--- config.mk ---
export PLATFORM = sky130hd
export DESIGN_NAME = efva_queue
export DESIGN_NICKNAME = d
export VERILOG_FILES = /design/src/rtl/core/efva_pkg.sv /design/src/rtl/core/efva_queue.sv
export SDC_FILE = /design/constraint.sdc
export NUM_CORES = 1
export LEC_CHECK = 0
export ABC_AREA = 0
export BUFFER_PORTS_ARGS = -buffer_cell sky130_fd_sc_hd__buf_2
export CAP_MARGIN = 10
export CORE_MARGIN = 8
export CORE_UTILIZATION = 50
export DETAILED_ROUTE_END_ITERATION = 12
export MAX_ROUTING_LAYER = met4
export PLACE_DENSITY = 0.85
export SLEW_MARGIN = 10
export SYNTH_ARGS = -nofsm -noshare
export SYNTH_HDL_FRONTEND = slang
export SYNTH_SLANG_ARGS = --single-unit
--- constraint.sdc ---
create_clock -name clk -period 8.5 [get_ports clk]
set_clock_uncertainty 0.2 [all_clocks]
set_input_delay 1.7 -clock clk [delete_from_list [all_inputs] [get_ports clk]]
set_output_delay 1.7 -clock clk [all_outputs]
set_load 0.02 [all_outputs]
--- src/rtl/core/efva_pkg.sv ---
// Shared types, constants and functions of the edge force and virial accumulator.
package efva_pkg;

  localparam int unsigned NODE_COUNT_MAX_DEF = 65536;
  localparam int unsigned VALUE_WIDTH_DEF    = 32;
  localparam int unsigned FRAC_BITS_DEF      = 16;

  localparam int unsigned IN_W    = 32;
  localparam int unsigned ACC_W   = 48;
  localparam int unsigned SUM_W   = 66;
  localparam int unsigned NODE_W  = 16;
  localparam int unsigned CNT_W   = 21;

  localparam int unsigned QUEUE_DEPTH = 4;
  localparam int unsigned QPTR_W      = $clog2(QUEUE_DEPTH);
  localparam int unsigned QCNT_W      = $clog2(QUEUE_DEPTH + 1);

  localparam logic signed [SUM_W-1:0] SAT_HI = {{(SUM_W-ACC_W+1){1'b0}}, {(ACC_W-1){1'b1}}};
  localparam logic signed [SUM_W-1:0] SAT_LO = {{(SUM_W-ACC_W+1){1'b1}}, {(ACC_W-1){1'b0}}};

  typedef logic signed [IN_W-1:0]  val_t;
  typedef logic signed [ACC_W-1:0] acc_t;

  typedef enum logic [2:0] {
    ROW_FORCE = 3'd0,
    ROW_VIR_X = 3'd1,
    ROW_VIR_Y = 3'd2,
    ROW_VIR_Z = 3'd3,
    ROW_MAG   = 3'd4
  } row_kind_t;

  typedef struct packed {
    logic add_force;
    logic sub_force;
    logic do_virial;
    logic do_spin;
    logic last;
  } cls_t;

  typedef struct packed {
    cls_t                 cls;
    logic [2:0][IN_W-1:0] grad;
    logic [2:0][IN_W-1:0] vec;
    logic [2:0][IN_W-1:0] spin;
  } item_t;

  typedef struct packed {
    logic [NODE_W-1:0]     node;
    logic                  spin;
    logic [2:0][ACC_W-1:0] frc;
    logic [8:0][ACC_W-1:0] vir;
    logic [2:0][ACC_W-1:0] mag;
  } bank_t;

  function automatic acc_t sat48(input logic signed [SUM_W-1:0] x);
    acc_t r;
    if (x > SAT_HI) begin
      r = SAT_HI[ACC_W-1:0];
    end else if (x < SAT_LO) begin
      r = SAT_LO[ACC_W-1:0];
    end else begin
      r = x[ACC_W-1:0];
    end
    return r;
  endfunction

endpackage

--- src/rtl/core/efva_queue.sv ---
// Short first-in first-out queue of classified items between the front and back ends.
module efva_queue (
  input  logic            clk,
  input  logic            rst,
  input  logic            push,
  input  efva_pkg::item_t push_item,
  output logic            full,
  input  logic            pop,
  output logic            not_empty,
  output efva_pkg::item_t pop_item
);

  efva_pkg::item_t                 slots [efva_pkg::QUEUE_DEPTH];
  logic [efva_pkg::QPTR_W-1:0]     wr_ptr;
  logic [efva_pkg::QPTR_W-1:0]     rd_ptr;
  logic [efva_pkg::QCNT_W-1:0]     count;

  assign full      = (count == efva_pkg::QCNT_W'(efva_pkg::QUEUE_DEPTH));
  assign not_empty = (count != '0);
  assign pop_item  = slots[rd_ptr];

  always_ff @(posedge clk) begin
    if (rst) begin
      wr_ptr <= '0;
      rd_ptr <= '0;
      count  <= '0;
    end else begin
      if (push) begin
        wr_ptr <= wr_ptr + 1'b1;
      end
      if (pop) begin
        rd_ptr <= rd_ptr + 1'b1;
      end
      if (push && !pop) begin
        count <= count + 1'b1;
      end else if (pop && !push) begin
        count <= count - 1'b1;
      end
    end
  end

  always_ff @(posedge clk) begin
    if (push) begin
      slots[wr_ptr] <= push_item;
    end
  end

endmodule

==> metrics.md <==
| Metric | Value |
|---|---|
| Boundary Pins | a little under 600 |
| Main combinational cell family by area after synthesis | multiplexers |
| Warning count from the yosys run | 0 |
| Clock sink total | approximately 1200 |
| Reg2reg setup slack | approximately 5.3 ns |
| Max Clk Rate | about 0.20 GHz |
| Sequence of cells on the critical path | buf_12, mux4_2, buf_2 |
| Power Density | 256 nW/um2 |
| First-pass DRT Iterations | 5 |
| Cells taking the most area after synthesis | edfxtp_1 (82%), mux4_2 (15%), buf_12 (1.0%) |
| Final Setup Violations | 0 |
| Maximum level of the CTS H-tree | 3 |
| Post-Syn Instances | about 1600 |
| Wire length of the first global-routing pass | approximately 140000 um |
| Total grt overflow | 0 |
| Max stage delay on crit path | 0.77 ns |
| Routed wirelength normalized by instance count | ~27 um |
| Post-CTS setup buffer count | 0 |
| Count of port buffers added during placement | approximately 600 |
| Most common cell after layout, fill and taps aside | edfxtp_1 |
| Sum Neg Setup Slack | 0 ns |
| Area of the placeable core | ~85000 um2 |
| Max VDD drop | approximately 0.24 mV |
| Synthesized-area fraction occupied by ao, oa, aoi and oai cells | less than 1% |
| Synthesized area per cell | 27.3 um2 |
| Final critical path time including I/O delays and setup | between 5 and 6 ns |
| Worst setup EP type | primary output |
| Category of the critical setup timing path | reg -> out |
| Global Route met2 Usage | between 30% and 40% |
| Final Hold Viols | 0 |
| Result of the run | finished, final reports clean |
| Max Slew Vio Count | 0 |
| Number of synthesized register bits | 1181 |
| Total Wirelength | just under 100000 um |
| Fin crit share | about three fifths |
| Fraction of the yosys area taken by sequential cells | between 80% and 90% |
| Post-CTS clock slew at the launch and capture registers of the worst setup and hold paths | ~0.060 ns |
| Post-synth top area share | about four fifths |
| Worst Tran Pin Value | 1.21 ns |
| Final nets | around 2500 |
| Worst slew slack as a fraction of its limit | between 10% and 20% |
| Buf+Inv Stages, Crit Path | 2 |
| Filler cell count in the final layout | between 5000 and 6000 |
| RSZ-0062 raised after global routing | no |
| Initial antenna violation count | 34 |
| Post-route DRC violation count | 0 |
| Path category of the worst min-delay check | reg -> reg |
| Share of synthesized area spent on multiplexers | between 10% and 20% |
| Number of global-route vias before repair | around 21000 |
| Chip width | 309 um |
| Final design utilization | roughly three fifths |
| Xor-xnor portion of the synthesized cell area | 0.102% |
| Max-Cap Viols | 0 |
| Met3 Track Usage GR | roughly 5.7% |
| Post-synthesis net count | roughly 1900 |
| Busiest grt layer | met2 |
| Final Wtd Congestion | slightly below 0.8 |
| Leakage power | about 17 nW |
| Post-route ant nets | 0 |
| Number of gates given a new drive strength after cts | 0 |
| Overall die area | 95600 um2 |
| Crit start category | flop |
| Total Routing Usage GR | between 20% and 30% |
| Effective utilization at floorplan | 50.5% |
| Maximum number of pins on one net before global-route repair | about 130 |
| Largest area contributor in the synthesized netlist | edfxtp_1 |
| Vias per std cell | ~5.6 |
| Highest net fanout along the worst path | 100 |
| Highest-count cells in the layout ignoring fill and taps | edfxtp_1 (1172), buf_2 (591), mux4_2 (293), clkbuf_16 (113), clkinv_1 (33) |
| Layout cells sized above 1 | 45.5% |
| Final HPWL from detailed placement | 58100 um |
| Area added between synthesis and finish | 17.5% |
| Iteration-0 DRC count of the detailed router | 1848 |
| Root buf cell | clkbuf_16 |
| Synth Cell Area | around 43000 um2 |
| Maximum clock path buffer count | 3 |
| Vias after detailed routing | around 20000 |
| Number of CTS-inserted buffers | 112 |
| Number of distinct library cell variants in the gate-level netlist after synthesis | 22 |
| Clock latency reported for the late side of the worst-skew pair | ~0.70 ns |
| Family with the most delay on the worst path | buffers and inverters |
| DIE HEIGHT | approximately 310 um |
| TritonCTS clock tree | done |
| Data arrival at the endpoint of the critical path | 3.10 ns |
| Area share of and/or/nand/nor cells after synthesis | less than 1% |
| Met1 GRT Util | around 22% |
| Number of standard-cell rows in the floorplan | between 100 and 150 |
| Hold buffer count at CTS | 0 |
| Required time at the endpoint of the critical path | about 6.6 ns |
| Slowest cell on the critical path | dfxtp_4 |
| Adder-cell share of the synthesized area | 0.192% |
[layer usage]
layer  wire length, um  part of all wire [%]
met1             32700                    34
met2             51800                    54
met3              8460                   8.8
met4              3110                   3.2
met5                 0                     0
[logic make-up after synthesis]
kind of cell             after synthesis
buffers and inverters                 71
flip-flops                          1181
multiplexers                         295
adder cells (fa/ha/maj)                6
XOR/XNOR                               5
AO/OA/AOI/OAI                          2
AND/OR/NAND/NOR                       15
[worst reg2reg max path: stages (launching register included)]
cell     delay, ns
dfxtp_1       0.40
ha_1          0.20
and2_4        0.81
buf_4         1.07
[layout make-up]
| cell class | count | area (um2) | share of cell area, % |
|---|---|---|---|
| inverters | 4 | 15.0 | 0.0297 |
| flip-flops and latches | 1181 | 35400 | 70.1 |
| repair buffers | 611 | 3200 | 6.33 |
| multi-input cells | 323 | 6840 | 13.6 |
| clock buffers | 142 | 2980 | 5.90 |
| well taps | 1144 | 1430 | 2.84 |
| clock inverters | 65 | 548 | 1.09 |
| diodes | 36 | 90.1 | 0.178 |
[flip-flops by register name, summed over array words and instances (netlist names), named ones only]
signal,cells
count,3
slots,1172
wr_ptr,2
rd_ptr,2
[power by group]
group	switching [mW]	leakage, nW	internal [mW]
logic	0.862	4.19	0.530
clock network	2.09	1.70	2.64
registers	0.0864	10.8	6.70
[through the flow]
step           instances  hold slack (ns)  power, mW  worst slack [ns]  cell area, um2
3_5_place_dp        3263            0.306       8.30              4.01           46900
5_1_grt             3502            0.351       13.3              3.21           50500
2_1_floorplan       1575            0.261       7.82              2.58           43000
4_1_cts             3470            0.315       13.0              3.36           50400
6_report            3506            0.323       12.9              3.50           50500
3_3_place_gp        3263            0.274       8.24              4.10           46900
[cells in the mapped netlist]
library cell	n
and2_1	4
inv_1	4
o21ai_0	1
buf_4	2
ha_1	5
buf_8	8
nand2_1	1
dfxtp_1	9
nor2_1	7
buf_6	1
buf_12	22
or3_1	2
clkbuf_1	5
nor3b_1	1
edfxtp_1	1172
xor2_1	3
mux4_2	293
mux2i_1	2
a21oi_1	1
buf_2	29
xnor2_1	2
fa_1	1
[path summary, 6_finish.rpt]
| kind | start | endpoint | depth (start not counted) |
|---|---|---|---|
| hold / removal | count[2] | count[2] | 2 |
| hold reg to reg | count[2] | count[2] | 2 |
| setup reg to reg | wr_ptr[0] | slots[3][70] | 3 |
| setup / recovery | flop | pop_item[200] | 3 |
No activity file was read; power rests on OpenSTA's default activity.
