### config.mk
export PLATFORM = sky130hd
export DESIGN_NAME = efva_emit
export DESIGN_NICKNAME = d
export VERILOG_FILES = /design/src/rtl/core/efva_pkg.sv /design/src/rtl/core/efva_emit.sv
export SDC_FILE = /design/constraint.sdc
export NUM_CORES = 1
export LEC_CHECK = 0
export ABC_AREA = 0
export ABC_CLOCK_PERIOD_IN_PS = 4770
export BUFFER_PORTS_ARGS = -buffer_cell sky130_fd_sc_hd__buf_4
export CORE_AREA = 10 10 347 349
export CTS_BUF_LIST = sky130_fd_sc_hd__clkbuf_16
export DETAILED_ROUTE_END_ITERATION = 6
export DIE_AREA = 0 0 357 359
export GPL_ROUTABILITY_DRIVEN = 0
export SKIP_CTS_REPAIR_TIMING = 1
export SLEW_MARGIN = 40
export SYNTH_ARGS = -nofsm -noshare
export SYNTH_HDL_FRONTEND = slang
export SYNTH_SLANG_ARGS = --single-unit
### constraint.sdc
create_clock -name clk -period 4.77 [get_ports clk]
set_input_delay 0.477 -clock clk [delete_from_list [all_inputs] [get_ports clk]]
set_output_delay 0.477 -clock clk [all_outputs]
set_load 0.1 [all_outputs]
### src/rtl/core/efva_pkg.sv
// Shared types, constants and functions of the edge force and virial accumulator.
package efva_pkg;

  localparam int unsigned NODE_COUNT_MAX_DEF = 65536;
  localparam int unsigned VALUE_WIDTH_DEF    = 32;
  localparam int unsigned FRAC_BITS_DEF      = 16;

  localparam int unsigned IN_W    = 32;
  localparam int unsigned ACC_W   = 48;
  localparam int unsigned SUM_W   = 66;
  localparam int unsigned NODE_W  = 16;
  localparam int unsigned CNT_W   = 21;

  localparam int unsigned QUEUE_DEPTH = 4;
  localparam int unsigned QPTR_W      = $clog2(QUEUE_DEPTH);
  localparam int unsigned QCNT_W      = $clog2(QUEUE_DEPTH + 1);

  localparam logic signed [SUM_W-1:0] SAT_HI = {{(SUM_W-ACC_W+1){1'b0}}, {(ACC_W-1){1'b1}}};
  localparam logic signed [SUM_W-1:0] SAT_LO = {{(SUM_W-ACC_W+1){1'b1}}, {(ACC_W-1){1'b0}}};

  typedef logic signed [IN_W-1:0]  val_t;
  typedef logic signed [ACC_W-1:0] acc_t;

  typedef enum logic [2:0] {
    ROW_FORCE = 3'd0,
    ROW_VIR_X = 3'd1,
    ROW_VIR_Y = 3'd2,
    ROW_VIR_Z = 3'd3,
    ROW_MAG   = 3'd4
  } row_kind_t;

  typedef struct packed {
    logic add_force;
    logic sub_force;
    logic do_virial;
    logic do_spin;
    logic last;
  } cls_t;

  typedef struct packed {
    cls_t                 cls;
    logic [2:0][IN_W-1:0] grad;
    logic [2:0][IN_W-1:0] vec;
    logic [2:0][IN_W-1:0] spin;
  } item_t;

  typedef struct packed {
    logic [NODE_W-1:0]     node;
    logic                  spin;
    logic [2:0][ACC_W-1:0] frc;
    logic [8:0][ACC_W-1:0] vir;
    logic [2:0][ACC_W-1:0] mag;
  } bank_t;

  function automatic acc_t sat48(input logic signed [SUM_W-1:0] x);
    acc_t r;
    if (x > SAT_HI) begin
      r = SAT_HI[ACC_W-1:0];
    end else if (x < SAT_LO) begin
      r = SAT_LO[ACC_W-1:0];
    end else begin
      r = x[ACC_W-1:0];
    end
    return r;
  endfunction

endpackage

### src/rtl/core/efva_emit.sv
// Result bank that holds one finished node and sends its rows one per transaction.
module efva_emit (
  input  logic                         clk,
  input  logic                         rst,
  input  logic                         bank_load,
  input  efva_pkg::bank_t              bank_data,
  output logic                         bank_ready,
  output logic                         out_valid,
  input  logic                         out_stall,
  output logic [efva_pkg::NODE_W-1:0]  node_index,
  output logic [2:0]                   row_kind,
  output logic signed [efva_pkg::ACC_W-1:0] val_x,
  output logic signed [efva_pkg::ACC_W-1:0] val_y,
  output logic signed [efva_pkg::ACC_W-1:0] val_z,
  output logic                         row_last
);

  efva_pkg::bank_t     bank;
  logic                busy;
  efva_pkg::row_kind_t row;
  efva_pkg::row_kind_t row_next;
  logic                take;

  assign take       = busy && !out_stall;
  assign row_last   = bank.spin ? (row == efva_pkg::ROW_MAG) : (row == efva_pkg::ROW_VIR_Z);
  assign bank_ready = !busy || (take && row_last);
  assign out_valid  = busy;
  assign node_index = bank.node;
  assign row_kind   = row;

  always_comb begin
    unique case (row)
      efva_pkg::ROW_FORCE: row_next = efva_pkg::ROW_VIR_X;
      efva_pkg::ROW_VIR_X: row_next = efva_pkg::ROW_VIR_Y;
      efva_pkg::ROW_VIR_Y: row_next = efva_pkg::ROW_VIR_Z;
      efva_pkg::ROW_VIR_Z: row_next = efva_pkg::ROW_MAG;
      default:             row_next = efva_pkg::ROW_FORCE;
    endcase
  end

  always_comb begin
    unique case (row)
      efva_pkg::ROW_FORCE: begin
        val_x = bank.frc[0];
        val_y = bank.frc[1];
        val_z = bank.frc[2];
      end
      efva_pkg::ROW_VIR_X: begin
        val_x = bank.vir[0];
        val_y = bank.vir[1];
        val_z = bank.vir[2];
      end
      efva_pkg::ROW_VIR_Y: begin
        val_x = bank.vir[3];
        val_y = bank.vir[4];
        val_z = bank.vir[5];
      end
      efva_pkg::ROW_VIR_Z: begin
        val_x = bank.vir[6];
        val_y = bank.vir[7];
        val_z = bank.vir[8];
      end
      default: begin
        val_x = bank.mag[0];
        val_y = bank.mag[1];
        val_z = bank.mag[2];
      end
    endcase
  end

  always_ff @(posedge clk) begin
    if (rst) begin
      busy <= 1'b0;
      row  <= efva_pkg::ROW_FORCE;
    end else if (bank_load) begin
      busy <= 1'b1;
      row  <= efva_pkg::ROW_FORCE;
    end else if (take) begin
      if (row_last) begin
        busy <= 1'b0;
      end else begin
        row <= row_next;
      end
    end
  end

  always_ff @(posedge clk) begin
    if (bank_load) begin
      bank <= bank_data;
    end
  end

endmodule

==> results.toml <==
[outcome]
status = "finished, violations left"
violations = "DRC"

[power_and_ir_drop]
power.leakage_nw = 17.5
worst_ir_drop_vdd_mv = 0.295
combPwrFrac_pct = 16.6
p_sw_share_pct = 26.1
p_seq_share_pct = 47.3
p_per_area_nw_per_um2 = 363
switching_power_mw = 4.37
p_int_mw = 12.4
finalPower_mw = 16.7
clkPwrFrac_pct = 36.1

[setup_path]
cp.required_ns = 4.29
rr_worst_depth = 4
crit_fanout = 22
max_stage_delay_ns = 0.64
critPathArrivalTime_ns = 2.95
crit_path_end_kind = "output port"
crit_type = "reg2out"
cpMostUsedCell = "buf_4"
critical-path-slowest-cell = "dfxtp_4"
start_kind = "flip-flop"
path_cells = "buf_12 > buf_4 > mux4_2 > mux2_2 > buf_4"

[yosys]
ys_ff_latch = 741
synthCells = 1115
yosys_warnings = 0
async_flop_share_pct = 0
synth_area_leaders = "edfxtp_1 80%, mux4_2 12%, mux2_2 5.9%"
synth_nets = 1856
synth_compound_area_share_pct = 0.244
synth_top_family_by_area = "multiplexers"
synth_xor_area_share_pct = 0
synth_edf_count = 737
ys.flop_type = "edfxtp_1"
ys_seq_area_share_pct = 80.3
yosysTopAreaCellShare_pct = 80.0
synth.largest_area_cell = "edfxtp_1"
yosys.area_share.simple_pct = 0.190
synth_mux_area_share_pct = 17.6
netlist-cell-type-count = 26
synth_area_um2 = 27700
yosys.area_share.adder_pct = 0
syn_avg_cell_area_um2 = 24.8

[placement]
io_buffers = 906
place_hpwl_mm = 74.0

[grt]
first_global_vias = 17200
grt_max_degree = 115
antenna_found_initial = 16
grt_use_total_pct = 14.1
grt_use_met1_pct = 16.4
grt.busiest_layer = "met2"
met3_usage_pct = 4.92
grt_util_met2_pct = 23.8
grt_overflow = 0
grt_pass1_wl_mm = 130

[timing]
fin_skew_ns = 0.00160
drv_slew = 0
max_freq_ghz = 0.292
fin_crit_ns = 3.42
slew_headroom_pct = 45.8
final.setup.tns_ns = 0
setup-violations-final = 0
rsz0062_at_grt = "false"
layout_worst_path_cycle_share_pct = 71.8
final_hold_viol_count = 0
tightest_slew_ns = 0.813

[routing]
drc = 2
dr.first_iter.drc_count = 1590
vias_per_cell = 4.27
num_vias = 18700
antenna_left = 0
first_pass_iters = 7
drt-wirelength-per-cell_um = 23.9
drt-total-wl_mm = 105

[clock_network]
ctsHtreeMaxLevel = 3
cts_tree = "done"
clk_pin_slew_ns = 0.06
cts_sinks = 741
root_buffer = "clkbuf_16"
clock_latency_ns = 0.64
cts_buffer_depth = 3
numCtsBuffers = 83

[final_layout]
nets = 3531
drive_gt1_share_pct = 46.8
multi_input_area_um2 = 4980
layout_commonest_cell = "buf_4"
syn2layout_area_growth_pct = 66.7
layout_common_cells = "924 x buf_4, 737 x edfxtp_1, 714 x dlygate4sd3_1"
fill_cells = 9889
seqCellArea_um2 = 22200

[die]
core_um2 = 114000
initial_core_util_pct = 24.4
die_x_um = 357
floorplan.die.height_um = 359
die-area_um2 = 128000
rows = 124
io_pins = 907

[job]
cap_violations = 0

[min_path]
hold_depth = 1
min_path_type = "in2reg"
-- through the flow --
stage | worst slack, ns | hold slack (ns) | instances | area [um^2] | util (%)
after floorplan | 1.19 | 0.550 | 1115 | 27700 | -
after CTS | 1.19 | -0.0600 | 3654 | 38900 | 34.3
after global routing | 1.17 | -0.00240 | 4379 | 46100 | 40.6
after global placement | 1.66 | 0.529 | 3499 | 36300 | 32.0
after detailed placement | 1.93 | 0.544 | 3503 | 36400 | 32.0
final | 1.35 | 0.0506 | 4382 | 46100 | 40.6
-- cell families after synthesis --
kind of cell | Yosys count
DFF | 741
muxes | 288
and+or+nand+nor | 10
AOI/OAI and AO/OA | 9
buffers and inverters | 67
-- Yosys cell counts (2+ instances only) --
cell type / count
nor2_1: 3
buf_4: 16
clkbuf_1: 6
buf_2: 20
buf_1: 11
nand2b_1: 2
a211oi_1: 3
mux2_2: 144
buf_8: 11
dfxtp_1: 4
mux4_2: 144
edfxtp_1: 737
-- worst max-delay path, delay by kind of cell, from the launching register on --
kind     cells  cell delay (ns)
buf+inv      3             0.78
flops        1             0.64
mux          2             0.87
-- area by class of cell --
| class | count | share of cell area (%) |
|---|---|---|
| flip-flops and latches | 741 | 48.2 |
| repair buffers | 1655 | 31.3 |
| multi-input cells | 307 | 10.8 |
| clock buffers | 85 | 4.61 |
| well taps | 1512 | 4.10 |
| clock inverters | 66 | 0.928 |
| diodes | 14 | 0.0760 |
| inverters | 2 | 0.0326 |
-- state kept, by name (all words and copies together), names as in the netlist --
name / cells
bank: 721
node_index: 16
out_valid: 1
row_kind: 3
-- metal layers --
layer | part of all wire (%) | up-vias | routed length, um
met5 | 0.0086 | - | 9
met4 | 3.5 | 2 | 3640
met3 | 8.1 | 169 | 8530
met2 | 51 | 1016 | 53500
met1 | 37 | 9453 | 39100
li1 | - | 8093 | -
-- power groups by stage --
stage,Clock (mW),Sequential (mW),Combinational (mW)
3_3_place_gp,0,8.02,2.22
4_1_cts,6.18,7.91,2.26
3_5_place_dp,0,8.04,2.25
6_report,6.04,7.91,2.78
2_1_floorplan,0,7.95,1.27
5_1_grt,6.44,7.95,2.87
-- path summary, 6_finish.rpt --
path                  from  slack, ns     endpoint
max            row_kind[0]       1.35    val_x[41]
min          bank_data[50]       0.05     bank[50]
max reg2reg    row_kind[1]       3.16  row_kind[2]
min reg2reg      out_valid       0.59    out_valid
(Power assumes the default switching activity.)
